<file path="config.mk">
export PLATFORM = sky130hd
export DESIGN_NAME = pam_mul
export DESIGN_NICKNAME = d
export VERILOG_FILES = /design/src/hdl/pam_pkg.sv /design/src/hdl/pam_mul.sv
export SDC_FILE = /design/constraint.sdc
export NUM_CORES = 2
export LEC_CHECK = 0
export ABC_AREA = 1
export BUFFER_PORTS_ARGS = -buffer_cell sky130_fd_sc_hd__buf_4
export CORE_MARGIN = 2
export CORE_UTILIZATION = 50
export DETAILED_ROUTE_END_ITERATION = 12
export GPL_TIMING_DRIVEN = 0
export HOLD_SLACK_MARGIN = 0.06
export PLACE_DENSITY = 0.73
export SYNTH_ARGS = -nofsm -noshare
export SYNTH_HDL_FRONTEND = slang
export SYNTH_SLANG_ARGS = --single-unit
export TNS_END_PERCENT = 50
</file>
<file path="constraint.sdc">
create_clock -name clk_i -period 22.7 [get_ports clk_i]
set_clock_uncertainty 0.15 [all_clocks]
set_input_delay 1.135 -clock clk_i [delete_from_list [all_inputs] [get_ports clk_i]]
set_output_delay 1.135 -clock clk_i [all_outputs]
set_load 0.01 [all_outputs]
</file>
<file path="src/hdl/pam_pkg.sv">
// Shared types and codes for the polynomial accumulator ALU.
// Used by pam_front, pam_back, pam_mul and the top level.
package pam_pkg;

  localparam logic [3:0] CMD_CLEAR   = 4'd0;
  localparam logic [3:0] CMD_LOAD    = 4'd1;
  localparam logic [3:0] CMD_COPY    = 4'd2;
  localparam logic [3:0] CMD_ADD     = 4'd3;
  localparam logic [3:0] CMD_SUB     = 4'd4;
  localparam logic [3:0] CMD_MULT    = 4'd5;
  localparam logic [3:0] CMD_DIFF    = 4'd6;
  localparam logic [3:0] CMD_EVAL    = 4'd7;
  localparam logic [3:0] CMD_COMPOSE = 4'd8;

  typedef enum logic [3:0] {
    OP_CLEAR,
    OP_LOAD,
    OP_BADLOAD,
    OP_COPY,
    OP_ADD,
    OP_SUB,
    OP_MULT,
    OP_DIFF,
    OP_EVAL,
    OP_COMPOSE
  } pam_op_e;

  typedef struct packed {
    pam_op_e     op;
    logic [4:0]  power;
    logic [63:0] coef;
    logic [63:0] point;
  } pam_item_t;

  typedef struct packed {
    logic        start;
    logic [63:0] a;
    logic [63:0] b;
  } pam_mul_req_t;

  typedef struct packed {
    logic        done;
    logic [63:0] prod;
  } pam_mul_rsp_t;

endpackage

</file>
<file path="src/hdl/pam_mul.sv">
// Multi-cycle 64x64 multiplier, low 64 bits of the product.
// One shared 32x32 multiplier, three partial products. Uses pam_pkg.
module pam_mul (
  input  logic                  clk_i,
  input  logic                  rst_ni,
  input  pam_pkg::pam_mul_req_t req_i,
  output pam_pkg::pam_mul_rsp_t rsp_o
);
  import pam_pkg::*;

  logic        busy_q;
  logic [1:0]  ph_q;
  logic        done_q;
  logic [63:0] a_q, b_q, mp_q, sum_q;
  logic [31:0] ma, mb;
  logic [63:0] mx;

  always_comb begin
    case (ph_q)
      2'd1: begin
        ma = a_q[31:0];
        mb = b_q[63:32];
      end
      2'd2: begin
        ma = a_q[63:32];
        mb = b_q[31:0];
      end
      default: begin
        ma = a_q[31:0];
        mb = b_q[31:0];
      end
    endcase
    mx = 64'(ma) * 64'(mb);
  end

  always_ff @(posedge clk_i or negedge rst_ni) begin
    if (!rst_ni) begin
      busy_q <= 1'b0;
      ph_q   <= 2'd0;
      done_q <= 1'b0;
    end else begin
      done_q <= !req_i.start && busy_q && (ph_q == 2'd3);
      if (req_i.start) begin
        a_q    <= req_i.a;
        b_q    <= req_i.b;
        busy_q <= 1'b1;
        ph_q   <= 2'd0;
        sum_q  <= '0;
      end else if (busy_q) begin
        mp_q <= mx;
        ph_q <= ph_q + 2'd1;
        case (ph_q)
          2'd1: sum_q <= mp_q;
          2'd2: sum_q <= sum_q + {mp_q[31:0], 32'b0};
          2'd3: begin
            sum_q  <= sum_q + {mp_q[31:0], 32'b0};
            busy_q <= 1'b0;
          end
          default: ;
        endcase
      end
    end
  end

  assign rsp_o.done = done_q;
  assign rsp_o.prod = sum_q;

endmodule

</file>
; After elaboration in Yosys (flattened, before gate mapping)
; Index checks and enable logic that the tools add are counted.
[word_totals]
regBits = 260
wordCells = 30
latch_bits = 0
mem_count = 0
output_inout_bits = 65
inputBits = 131
mem_bits_ro = 0
ramBits = 0
[op_classes]
n_addsub = 2
n_reduce_logical = 7
eq_ne = 3
n_shift = 0
multipliers = 1
muxes = 9
bitwise_logic = 1
magnitude_cmp = 0
div_mod_pow = 0
[ops]
columns = operator, n
row1 = $pmux 64 s2, 1
row2 = $add 64x64->64, 1
row3 = $mul 32x32->64, 1
row4 = $mux 32, 2
row5 = $mux 64, 1
row6 = $eq 2x2->1 const B, 2
row7 = $mux 2, 2
row8 = $mux 1, 3
row9 = $reduce_and 3->1, 1
row10 = $add 2x1->2 const B, 1
row11 = $eq 2x1->1 const B, 1
row12 = $logic_and 1x1->1, 2
row13 = $reduce_and 2->1, 1
row14 = $reduce_bool 2->1, 1
row15 = $reduce_or 2->1, 1
row16 = $logic_not 1->1, 1
row17 = $not 1->1, 1

; Depth between registers and ports, before layout
[depth]
ltp_word = 4
mapped_depth = 39
depth_no_buf = 35

; Worst setup path before layout
; OpenSTA, ideal clock, no wires.
[synth_timing]
kind = register -> register
start = reg ph_q[0]
end = reg mp_q[49], data pin
path_slack_ns = 15.436
path_buffers = 5
t_required_ns = 22.297
t_arrival_ns = 6.861
path_stages_with_launch = 34
period_less_slack_ns = 7.264
setup_ns = 0.253
path_cell_list = dfrtp_1 > inv_1 > ha_1 > buf_6 > buf_8 > buf_12 > nand2_1 > o21ai_1 > buf_4 > buf_4 > nand2_1 > fa_1 > inv_1 > fa_1 > inv_1 > fa_1 > fa_1 > inv_1 > fa_1 > fa_1 > fa_1 > inv_1 > fa_1 > inv_1 > ha_1 > nand2_2 > nor2_1 > inv_1 > nor2_1 > inv_1 > nor3_1 > nand2_1 > nand4_1 > nand2_1
[synth_between]
elab_chain_len = 3
elab_cells_between_ends = 5
classes_between = mul: 1 / eq/ne: 2 / mux: 2
[synth_rtl]
columns = element, line
row1 = "start, declared", pam_mul.sv:12  ; logic [1:0] ph_q;
row2 = "start signal, assigned", pam_mul.sv:51  ; ph_q <= ph_q + 2'd1;
row3 = $eq 2x2->1 / $eq 2x1->1 (equally long branches), pam_mul.sv:19  ; case (ph_q)
row4 = $mux 32, pam_mul.sv:19
row5 = $mul 32x32->64 *, pam_mul.sv:33  ; mx = 64'(ma) * 64'(mb);
row6 = named net mx[49], pam_mul.sv:16  ; logic [63:0] mx;
row7 = "end signal, assigned", pam_mul.sv:50  ; mp_q <= mx;
row8 = "end, declared", pam_mul.sv:14  ; logic [63:0] a_q, b_q, mp_q, sum_q;
; The timed path passes the listed nets; every way through them passes the cells marked *.
; A chain may end at the register's enable or synchronous reset.

; Worst setup path after layout
[layout_timing]
start = reg ph_q[1]
end = reg mp_q[39], data pin
; The elaborated chain is that of the path after synthesis.

==> results.toml <==
[status]
status = "finished, final reports clean"

[synth]
synth_nets = 6747
ys_ff_latch = 260
syn-cell-area_um2 = 46070
synth.avg_cell_area_um2 = 8.498
netlist_top_cells_area = "fa_1 39%, edfxtp_1 17%, inv_1 10%"
yosysSeqAreaShare = 0.1690
ys_types = 42
synth_cells = 5421
yosysTopAreaCellShare = 0.3898
synth_area_leader_cell = "fa_1"
yosysWarnings = 0

[clocking]
cts-buffers-inserted = 30
cts_max_path_buffers = 3
clock_sinks = 260
clkLatencyLatePin_ns = 0.61
cts-resized-gates = 0
htree_levels = 1
cts_tree = "yes"
clkTransAtPathRegs_ns = 0.06
root_buffer = "clkbuf_16"
hold_buffers = 0
postCtsSetupBuffers = 0

[finish]
fill_cells = 8502
final_common_cell = "inv_1"
final_cell_mix = "1,287 x inv_1, 1,091 x nand2_1, 897 x fa_1"
nets = 6976
layout-drive-gt1-share = 0.09432
multiInputGateArea_um2 = 32260
regArea_um2 = 7787
areaGrowthSynthToFinish_pct = 8.933

[timing]
worst_slack_ns = 12.98
max_slew.worst_pin.slew_ns = 1.236
drv_slew = 0
setup_viol = 0
fin_setup_tns_ns = 0
post-route-min-period_ns = 9.718
hold_viol = 0
rsz0062_at_grt = "false"
fin_crit_sh = 0.4281
timing.slew.headroom = 0.1758
max_freq_mhz = 102.9

[floorplanning]
rows = 111
die_width_um = 307.5
num_io_pins = 196
start_util = 0.5033
core_um2 = 91520
dieArea_um2 = 94580
die_y_um = 307.5

[grt]
antenna_found_initial = 2
overflow = 0
grt_pass1_wl_mm = 242.9
grt_max_degree = 111
grt_util_all_layers = 0.3553
grt_pass1_vias = 38230

[worst_setup_path]
startpoint_type = "register"
critPathLaunch = "ph_q[1]"
cp.arrival_ns = 9.92
slowest_delay_ns = 0.91
crit_type = "reg2reg"
cp-end-kind = "register"
critical_path_peak_fanout = 11
crit_buf_inv = 8
cp_common_cell = "fa_1"
slowest_stage = "o21ai_1"
worstPathRequired_ns = 22.90
cp_top_family = "adder cells"
crit-reg2reg-launch = "ph_q[1]"

[route]
drtIter0Drc = 3874
wl_mm = 165.0
vias = 38190
avgRoutedWirePerCell_um = 24.05
drtAntennaViolNets = 0
via_per_inst = 5.567
drc = 0
firstDrtPassIters = 9

[placed_design]
dpl_worst_slack_ns = 13.35
dp.final_hpwl_mm = 141.3
port-buffer-count = 195
gp_congestion = 1.057

[run]
maxCapViolations = 0

[hold_path]
min_from = "busy_q"
hold_class = "reg2reg"
[synth_stat cells, drive strengths merged]
library cell	number
o21ai	195
dfrtp	4
or2	12
a221oi	1
nand3b	7
a21o	5
a21oi	170
nand4	17
nand3	136
nor4	1
clkinv	7
and2	4
a21boi	1
nand2	1107
xnor2	4
o21bai	9
o21a	1
nor2	727
clkbuf	36
ha	298
fa	897
edfxtp	256
nor3	11
xor2	37
inv	1328
buf	150
[registers in the layout, summed over array words and instances, names as in the netlist]
register	flops
a_q	64
b_q	64
busy_q	1
done_q	1
mp_q	64
ph_q	2
sum_q	64
[metal layers]
| layer | vias to the layer above | global-route usage | share of wire |
|---|---|---|---|
| li1 | 16470 | - | - |
| met1 | 18870 | 0.4678 | 0.38 |
| met2 | 2328 | 0.5337 | 0.43 |
| met3 | 528 | 0.06944 | 0.11 |
| met4 | 2 | 0.2423 | 0.086 |
| met5 | - | 0 | 0.000079 |
[per-stage QoR]
stage	hold slack (ns)	cells	cell area, µm²	util
final	0.4461	6860	50180	0.5483
after global routing	0.5046	6858	50180	0.5483
after CTS	0.4318	6858	50180	0.5483
after detailed placement	0.4284	6804	49080	0.5362
after global placement	0.4047	6802	49020	0.5356
after floorplan	0.3736	5421	46070	-
[worst paths after layout]
path / end / slack (ns) / cells after the start
min in group asynchronous: busy_q / 0.53 / 1
worst min-delay path: ph_q[0] / 0.45 / 3
worst max register to register: mp_q[39] / 12.98 / 27
max in group asynchronous: ph_q[0] / 21.29 / 1
worst min register to register: ph_q[0] / 0.45 / 3
worst max-delay path: mp_q[39] / 12.98 / 27
[logic make-up after synthesis]
logic type,after synthesis,share of synthesized area
flip-flops,260,0.1690
AND/OR/NAND/NOR,2022,0.1737
buffers and inverters,1521,0.1310
AO/OA/AOI/OAI,382,0.04767
XOR/XNOR,41,0.007795
adder cells (fa/ha/maj),1195,0.4707
[tightest hold or removal path: stages (launching register included)]
cell     delay, ns
dfrtp_1       0.37
nor2_1        0.05
inv_1         0.07
o21ai_0       0.07
[area by class of cell]
class,count,share of cell area
Multi-Input combinational cell,3640,0.6428
Sequential cell,260,0.1552
Inverter,1335,0.1001
Timing Repair Buffer,197,0.03012
Tap cell,1186,0.02957
Buffer,186,0.02032
Clock buffer,34,0.01526
Clock inverter,20,0.006632
Antenna cell,2,0.00009973
Power is not shown: default switching activity piles up to over one toggle a cycle in this logic, so the estimate is an artifact.
