[src/hdl/pam_pkg.sv]
// Shared types and codes for the polynomial accumulator ALU.
// Used by pam_front, pam_back, pam_mul and the top level.
package pam_pkg;

  localparam logic [3:0] CMD_CLEAR   = 4'd0;
  localparam logic [3:0] CMD_LOAD    = 4'd1;
  localparam logic [3:0] CMD_COPY    = 4'd2;
  localparam logic [3:0] CMD_ADD     = 4'd3;
  localparam logic [3:0] CMD_SUB     = 4'd4;
  localparam logic [3:0] CMD_MULT    = 4'd5;
  localparam logic [3:0] CMD_DIFF    = 4'd6;
  localparam logic [3:0] CMD_EVAL    = 4'd7;
  localparam logic [3:0] CMD_COMPOSE = 4'd8;

  typedef enum logic [3:0] {
    OP_CLEAR,
    OP_LOAD,
    OP_BADLOAD,
    OP_COPY,
    OP_ADD,
    OP_SUB,
    OP_MULT,
    OP_DIFF,
    OP_EVAL,
    OP_COMPOSE
  } pam_op_e;

  typedef struct packed {
    pam_op_e     op;
    logic [4:0]  power;
    logic [63:0] coef;
    logic [63:0] point;
  } pam_item_t;

  typedef struct packed {
    logic        start;
    logic [63:0] a;
    logic [63:0] b;
  } pam_mul_req_t;

  typedef struct packed {
    logic        done;
    logic [63:0] prod;
  } pam_mul_rsp_t;

endpackage

[src/hdl/pam_front.sv]
// Front end: accepts items, classifies commands, two-entry queue to the back end.
// Uses pam_pkg.
module pam_front #(
  parameter int unsigned DegLim = 31
) (
  input  logic               clk_i,
  input  logic               rst_ni,
  input  logic               in_valid_i,
  output logic               in_stall_o,
  input  logic [3:0]         command_i,
  input  logic [4:0]         term_power_i,
  input  logic [63:0]        term_coef_i,
  input  logic [63:0]        eval_point_i,
  output logic               q_valid_o,
  output pam_pkg::pam_item_t q_item_o,
  input  logic               q_pop_i
);
  import pam_pkg::*;

  pam_item_t  mem_q [2];
  logic       wr_q, rd_q;
  logic [1:0] cnt_q;
  logic       known;
  pam_op_e    op;
  logic       push;

  always_comb begin
    known = 1'b1;
    case (command_i)
      CMD_CLEAR:   op = OP_CLEAR;
      CMD_LOAD:    op = (term_power_i > 5'(DegLim)) ? OP_BADLOAD : OP_LOAD;
      CMD_COPY:    op = OP_COPY;
      CMD_ADD:     op = OP_ADD;
      CMD_SUB:     op = OP_SUB;
      CMD_MULT:    op = OP_MULT;
      CMD_DIFF:    op = OP_DIFF;
      CMD_EVAL:    op = OP_EVAL;
      CMD_COMPOSE: op = OP_COMPOSE;
      default: begin
        op    = OP_CLEAR;
        known = 1'b0;
      end
    endcase
  end

  assign in_stall_o = (cnt_q == 2'd2);
  assign push       = in_valid_i && !in_stall_o && known;
  assign q_valid_o  = (cnt_q != 2'd0);
  assign q_item_o   = mem_q[rd_q];

  always_ff @(posedge clk_i) begin
    if (push) begin
      mem_q[wr_q] <= '{op: op, power: term_power_i, coef: term_coef_i, point: eval_point_i};
    end
  end

  always_ff @(posedge clk_i or negedge rst_ni) begin
    if (!rst_ni) begin
      wr_q  <= 1'b0;
      rd_q  <= 1'b0;
      cnt_q <= 2'd0;
    end else begin
      if (push) wr_q <= ~wr_q;
      if (q_pop_i) rd_q <= ~rd_q;
      cnt_q <= cnt_q + 2'(push) - 2'(q_pop_i);
    end
  end

endmodule

[config.mk]
export PLATFORM = sky130hd
export DESIGN_NAME = pam_front
export DESIGN_NICKNAME = d
export VERILOG_FILES = /design/src/hdl/pam_pkg.sv /design/src/hdl/pam_front.sv
export SDC_FILE = /design/constraint.sdc
export NUM_CORES = 1
export LEC_CHECK = 0
export BUFFER_PORTS_ARGS = -buffer_cell sky130_fd_sc_hd__clkbuf_2
export CORE_ASPECT_RATIO = 1.75
export CORE_MARGIN = 2
export CORE_UTILIZATION = 47
export CTS_CLUSTER_SIZE = 20
export DETAILED_ROUTE_END_ITERATION = 8
export PLACE_DENSITY_LB_ADDON = 0.2
export SLEW_MARGIN = 40
export SYNTH_ARGS = -nofsm -noshare
export SYNTH_HDL_FRONTEND = slang
export SYNTH_SLANG_ARGS = --single-unit
[constraint.sdc]
create_clock -name clk_i -period 7.5 [get_ports clk_i]
set_input_delay 1.5 -clock clk_i [delete_from_list [all_inputs] [get_ports clk_i]]
set_output_delay 1.5 -clock clk_i [all_outputs]
set_load 0.01 [all_outputs]
# Word-level counts from Yosys, hierarchy flattened
# Memories as Yosys holds them, arrays and structs flattened.
# Index checks and enable logic that the tools add are counted.
dict set report totals {
  register_bits 4
  ramBits 274
  input_bits 141
  out_inout_bits 139
  wordCells 29
  memories 1
}
# memory depth width read_ports rd_clocked_by_memory_dff wr line_no
set memory_table {}
lappend memory_table {mem_q 2 137 1 0 1 pam_front.sv:20} ;# pam_item_t mem_q [2];
dict set report op_classes {
  add_sub_neg 2
  magnitude_cmp 1
  eq_ne 9
  muxes 5
  bitwise 2
  reduce_logical 6
}
# op n
set ops {}
lappend ops {{4-bit case mux with 8 select lines} 1}
lappend ops {{4-bit by 3-bit == test with 1-bit output (second input constant)} 4}
lappend ops {{9-bit OR reduction} 1}
lappend ops {{4-bit by 2-bit == test with 1-bit output (second input constant)} 2}
lappend ops {{5-bit greater-than comparator (second input constant)} 1}
lappend ops {{4-bit by 1-bit == test with 1-bit output (second input constant)} 1}
lappend ops {{4-bit == test (second input constant)} 1}
lappend ops {{4-bit logical NOT} 1}
lappend ops {{1-bit 2-to-1 mux} 3}
lappend ops {{2-bit by 1-bit adder with 2-bit output} 1}
lappend ops {{2-bit == test (second input constant)} 1}
lappend ops {{1-bit logical AND} 2}
lappend ops {{2-bit 2-to-1 mux} 1}
lappend ops {{1-bit NOT} 2}
lappend ops {{2-bit nonzero test} 1}
lappend ops {{2-bit by 1-bit subtractor with 2-bit output} 1}
lappend ops {{1-bit logical NOT} 1}

# Depth between registers and ports, before layout
# Gate-level depths: netlist of run 1.
dict set report logic_depth {
  ltp_word 6
  mapped_depth 7
}

# Least setup slack after synthesis of run 1
# No wires, ideal clock.
dict set report synth_timing {
  kind {input-to-reg}
  from {input port command_i[2]}
  to {memory mem_q[0][0] (netlist name) (enable)}
  arrival_time_ps 7598
  required_ps 6865
  slack_ps -734
  cell_stages 3
  n_path_buf 0
  path_cell_list {o31ai_2 nand3b_2 nor2_1}
}
dict set report synth_between {
  elab_chain_cells 6
}
# element line_no
set synth_lines {}
lappend synth_lines {{start: declaration} pam_front.sv:10} ;# input logic [3:0] command_i,
lappend synth_lines {{4-bit == test, or another cell as far along} pam_front.sv:29} ;# case (command_i)
lappend synth_lines {{9-bit OR reduction (no source line) *} --}
lappend synth_lines {{1-bit 2-to-1 mux *} pam_front.sv:29}
lappend synth_lines {{1-bit logical AND *} pam_front.sv:47} ;# assign push = in_valid_i && !in_stall_o && known;
lappend synth_lines {{1-bit 2-to-1 mux *} pam_front.sv:52} ;# if (push) begin
lappend synth_lines {{1-bit 2-to-1 mux (not written as such) *} pam_front.sv:53} ;# mem_q[wr_q] <= '{op: op, power: term_power_i, coef: term_coef_i, point: eval_point_i};
lappend synth_lines {{end: declaration} pam_front.sv:20}
# Mark *: on every way between the ends. The rest lies on a longest branch, timed or not.

==> results of run 1 <==
## placed cells by master (no fill, tap or decap)
cell        instances
buf_12              3
buf_4               2
buf_6               1
buf_8               1
bufinv_16           3
clkbuf_1            5
clkbuf_16          25
clkbuf_2          279
clkinv_1            2
clkinv_2            3
clkinvlp_4          4
dfrtp_1             3
dfrtp_4             1
diode_2             3
edfxtp_1          274
ha_1                2
inv_1               2
inv_6               1
mux2_2            138
nand2_1             3
nand2b_1            2
nand3b_2            1
nor2_1              2
nor2_4              2
nor2b_1             1
nor3_1              1
o21ai_0             3
o31ai_2             1
or2_2               1
xnor2_1             3
xor2_1              2
## final cells by class
class / instances / area (sq um)
antenna: 3 / 7.51
clock buffer: 30 / 644
clock inverter: 13 / 151
fill: 1638 / 8670
inverter: 2 / 7.51
multi-input combinational: 162 / 1730
sequential: 278 / 8330
tap: 292 / 365
timing repair buffer: 286 / 1500
## report_power, final
part	switching, mW	internal (mW)
sequential	0.0693	1.96
clock	0.528	0.716
combinational	0.638	0.565
## per-stage QoR
stage | setup TNS [ns] | total power [mW] | setup WS [ns]
after detailed placement | 0 | 3.29 | 3.63
after floorplan | -201.06 | 2.90 | -0.734
after global placement | 0 | 3.24 | 3.49
after global routing | 0 | 4.68 | 3.54
after CTS | 0 | 4.54 | 3.62
final | 0 | 4.48 | 3.66
## sequential cells by signal (all words and copies together), names as in the netlist
register and count:
wr_q 1, rd_q 1, mem_q 274, cnt_q 2
## metal layers
metal,vias to the layer above,global-route usage
met3,43,0.0411
met1,2560,0.167
met4,0,0.0669
met5,-,0
li1,2417,-
met2,185,0.319
## worst paths after layout
path,endpoint,slack (ns),depth (start not counted)
setup reg to reg,mem_q[0][117]$_DFFE_PP_,4.95,4
setup / recovery,q_item_o[82],3.66,3
min in group asynchronous,rd_q$_DFFE_PN0P_,0.78,1
hold reg to reg,cnt_q[1]$_DFF_PN0_,0.50,1
max in group asynchronous,rd_q$_DFFE_PN0P_,6.57,1
hold / removal,cnt_q[1]$_DFF_PN0_,0.50,1
## critical path: stages, from the launching register on
cell and delay, ns:
dfrtp_4 0.60, buf_4 0.62, mux2_2 0.44, clkbuf_2 0.14
## cells by family (layout without fill, tap and decap cells)
group / count (synthesis) / count (layout)
multiplexers: 138 / 138
AO/OA/AOI/OAI: 4 / 4
adder cells (fa/ha/maj): 2 / 2
AND/OR/NAND/NOR: 13 / 13
flip-flops: 278 / 278
XOR/XNOR: 5 / 5
buffers and inverters: 17 / 331
other: 0 / 3
==> results.yml, run 1 <==
pwr:
  power_density_nw_per_um2: 351
  p_leak_nw: 4.76
  peakVddDrop_mv: 0.294
placed_design:
  port_buffers: 279
  dp.cells: 1019
  dpl_cell_area_sq_um: 11900
  globalplace.congestion: 0.790
  dp_hpwl_mm: 13.6
sta:
  clock_skew_ns: 0.00645
  min_period_ns: 3.84
  rsz0062_at_grt: "false"
  slew_viol_final: 0
  fin_crit_sh: 0.512
  hold_viol: 0
  fmax_ghz: 0.260
  setup_violations: 0
  max_slew_margin: 0.503
  hold_ws_ns: 0.499
  tightestPinTransition_ns: 0.743
routing:
  drt_wl_total_mm: 19.9
  antenna_left: 0
  route.detailed.drc: 0
  top_layer: "met4"
  dr_wl_met3_mm: 1.45
  drt-met1-wl_mm: 6.46
  met2_length_mm: 11.4
  vias_per_cell: 4.88
  dr.pass1.iters: 4
  drtIter0Drc: 332
  wl_per_cell_um: 18.7
  vias: 5205
synth:
  yosys.area_share.simple: 0.00661
  synth_top_area_cell: "edfxtp_1"
  synthTopCellsByArea: "edfxtp_1, mux2_2, buf_6, dfrtp_1, xnor2_1"
  synth_top_area_frac: 0.805
  yosysSeqAreaShare: 0.815
  synth_compound_area_frac: 0.00269
  syn_area_per_cell_sq_um: 22.4
  synth_edf_count: 274
  async_flop_share: 0.0144
  synth.distinct_cells: 18
  syn-instance-count: 457
  synth_most_common_cell: "edfxtp_1"
  synth_ff_type: "edfxtp_1"
  muxShareOfSynthArea: 0.152
  synth_adder_area_share: 0.00245
  synth_seq_cells: 278
  yosys-top-cells-count: "edfxtp_1, mux2_2, buf_6"
  synthXorXnorAreaFrac: 0.00429
  synth_top_family_by_area: "multiplexers"
  syn-cell-area_sq_um: 10200
  yosysWarnings: 0
  syn-num-nets: 600
final_layout:
  layout-drive-gt1-share: 0.604
  synthToLayoutAreaGrowth_pct: 24.7
  final_cell_area_sq_um: 12700
  stdcell_count: 1066
  nets: 898
  fin_util: 0.595
die:
  io_pins: 280
  die_w_um: 115
  rows: 71
  start_util: 0.477
  die-area_sq_um: 23000
  die_h_um: 199
  coreArea_sq_um: 21400
clock_tree:
  numCtsBuffers: 25
  hold_buffers: 0
  cts-resized-gates: 0
  cts_sinks: 278
  cts_root_buffer: "clkbuf_16"
  worstSkewPairLatency_ns: 0.52
  clk_pin_slew_ns: 0.07
  clk_path_buf_depth: 3
  cts_max_level: 1
  tritoncts: "done"
  postCtsSetupRepairBufs: 0
grt:
  grt_max_degree: 113
  grt_pass1_wl_mm: 29.0
  grt_pass1_vias: 5617
  antenna_found_initial: 3
  grt_overflow: 0
  track_usage: 0.167
worst_setup_path:
  crit_type: "reg2out"
  start_kind: "flip-flop"
  worstPathRequired_ns: 6.00
  cp_data_arrival_time_ns: 2.34
  setup.worst_path.start: "rd_q$_DFFE_PN0P_"
  end_kind: "primary output"
  rr_startpoint: "cnt_q[1]$_DFF_PN0_"
  cp_max_fo: 52
run:
  drv_cap: 0
worst_hold_path:
  hold_path_class: "reg2reg"
  holdCritStartpoint: "cnt_q[1]$_DFF_PN0_"
run_status:
  outcome: "completed"
Power figures use the tool's default switching activity.
==> run 2, diff against run 1 <==
- clock period: 7.5 -> 3.2 ns (I/O delays scaled with it)
==> run 2 against run 1 <==
Compared with the run above: core utilization rose by 0.27 points; flip-flop and latch count did not move; hold slack got worse by 0.20 ns; clock power rose by 140%; via count rose by 1.9%; critical path depth did not move; combinational power rose by 140%; power rose by 140%; register-to-register slack got worse by 3.5 ns; largest power group unchanged.
==> results.yml, run 2 (synthesis gave the netlist of run 1 again) <==
run_status:
  outcome: "completed"
clock_tree:
  tritoncts: "done"
  worstSkewPairLatency_ns: 0.53
  cts_max_level: 1
  cts_sinks: 278
  clk_pin_slew_ns: 0.06
  numCtsBuffers: 25
  postCtsSetupRepairBufs: 0
  cts_root_buffer: "clkbuf_16"
  clk_path_buf_depth: 3
  cts-resized-gates: 0
worst_setup_path:
  cp_max_fo: 56
  reg2reg_to: "mem_q[0][112]$_DFFE_PP_"
  cpMaxStageDelayCell: "dfrtp_4"
  r2r_slack_ns: 1.46
  worstPathRequired_ns: 2.56
  rr_startpoint: "cnt_q[1]$_DFF_PN0_"
  setup.worst_path.start: "rd_q$_DFFE_PN0P_"
  crit_family: "flip-flops"
  end_kind: "primary output"
  cp_cell_sequence: "buf_12 > mux2_2 > clkbuf_2"
  cp_slowest_stage_delay_ns: 0.72
  critPathBufInv: 2
  start_kind: "flip-flop"
  cp_data_arrival_time_ns: 2.20
  crit_type: "reg2out"
  rr_worst_depth: 4
sta:
  min_period_ns: 2.84
  slew_viol_final: 0
  setup_violations: 0
  tightestPinTransition_ns: 0.466
  fmax_ghz: 0.352
  max_slew_margin: 0.689
  fin_crit_sh: 0.887
  rsz0062_at_grt: "false"
  hold_viol: 0
  clock_skew_ns: 0.0187
  setup_ws_ns: 0.361
final_layout:
  fin_util: 0.598
  top_regs: "mem_q: 274 flops, cnt_q: 2 flops"
  layout_commonest_cell: "clkbuf_2"
  register_area_sq_um: 8330
  synthToLayoutAreaGrowth_pct: 25.3
  multi_input_area_sq_um: 1750
  final_cell_area_sq_um: 12800
  largest_reg_flops: 274
  top_register: "mem_q"
  layout-drive-gt1-share: 0.601
  fillers: 1657
  nets: 898
  most-common-layout-cells: "clkbuf_2, edfxtp_1, mux2_2"
placed_design:
  post-place-ws_ns: 0.921
  globalplace.congestion: 0.784
  dp_hpwl_mm: 14.1
  dpl_cell_area_sq_um: 12000
  port_buffers: 279
worst_hold_path:
  min_to: "mem_q[1][66]$_DFFE_PP_"
  hold_depth: 1
  holdCritStartpoint: "term_coef_i[2]"
  hold_path_class: "in2reg"
die:
  start_util: 0.477
  die_h_um: 199
  coreArea_sq_um: 21400
  die_w_um: 115
  io_pins: 280
  rows: 71
  die-area_sq_um: 23000
pwr:
  finalPower_mw: 10.5
  power_density_nw_per_um2: 823
  peakVddDrop_mv: 0.578
  p_leak_nw: 4.79
grt:
  antenna_found_initial: 5
  grt_pass1_wl_mm: 29.7
  track_usage: 0.173
  grt_overflow: 0
  grt_max_degree: 77
  grt_pass1_vias: 5749
routing:
  route.detailed.drc: 0
  vias_per_cell: 4.95
  antenna_left: 0
  wl_per_cell_um: 19.1
  dr.pass1.iters: 4
  vias: 5302
  drtIter0Drc: 235
  drt_wl_total_mm: 20.4
run:
  drv_cap: 0
==> run 2: timing repair <==
item,4_1_cts,5_1_grt
endpoints found under the setup margin,0,0
hold buffers,1,0
hold endpoints to repair,4,0
==> run 2: worst max-delay path by stage <==
stage | to | slack (ns) | depth (start not counted)
2_1_floorplan | mem_q[0][0]$_DFFE_PP_ | -0.33 | 3
3_3_place_gp | q_item_o[33] | 0.93 | 3
3_5_place_dp | q_item_o[33] | 0.92 | 3
4_1_cts | q_item_o[33] | 0.33 | 3
5_1_grt | q_item_o[33] | 0.27 | 3
6_report | q_item_o[33] | 0.36 | 3
==> run 2: where the power goes <==
group          leakage, nW  internal [mW]  switching (mW)
combinational         1.84           1.34            1.48
clock                0.389           1.68            1.24
sequential            2.56           4.59           0.202
==> run 2: stage by stage <==
stage	hold WS, ns	std cells	setup TNS, ns
floorplan	0.344	457	-87.78
global placement	0.454	1019	0
detailed placement	0.457	1019	0
CTS	0.268	1066	0
global route	0.279	1070	0
finish	0.298	1071	0
==> run 2: worst reg2reg max path: stages (launching register included) <==
cell and delay, ns:
dfrtp_1 0.40, nor2b_1 0.15, nand3b_4 0.20, nor2_4 0.19
buf_12 0.39
==> run 2: final cells by class <==
cell class	count	area share
Sequential cell	278	0.651
Multi-Input combinational cell	162	0.137
Timing Repair Buffer	286	0.119
Clock buffer	30	0.0504
Tap cell	292	0.0286
Clock inverter	16	0.0123
Antenna cell	5	0.000978
Inverter	2	0.000587
==> run 2: per-layer routing <==
layer	GRT usage	wire [um]	vias to the layer above
li1	-	-	2419
met1	0.166	6440	2638
met2	0.323	11700	193
met3	0.0414	1330	52
met4	0.104	993	0
met5	0	0	-
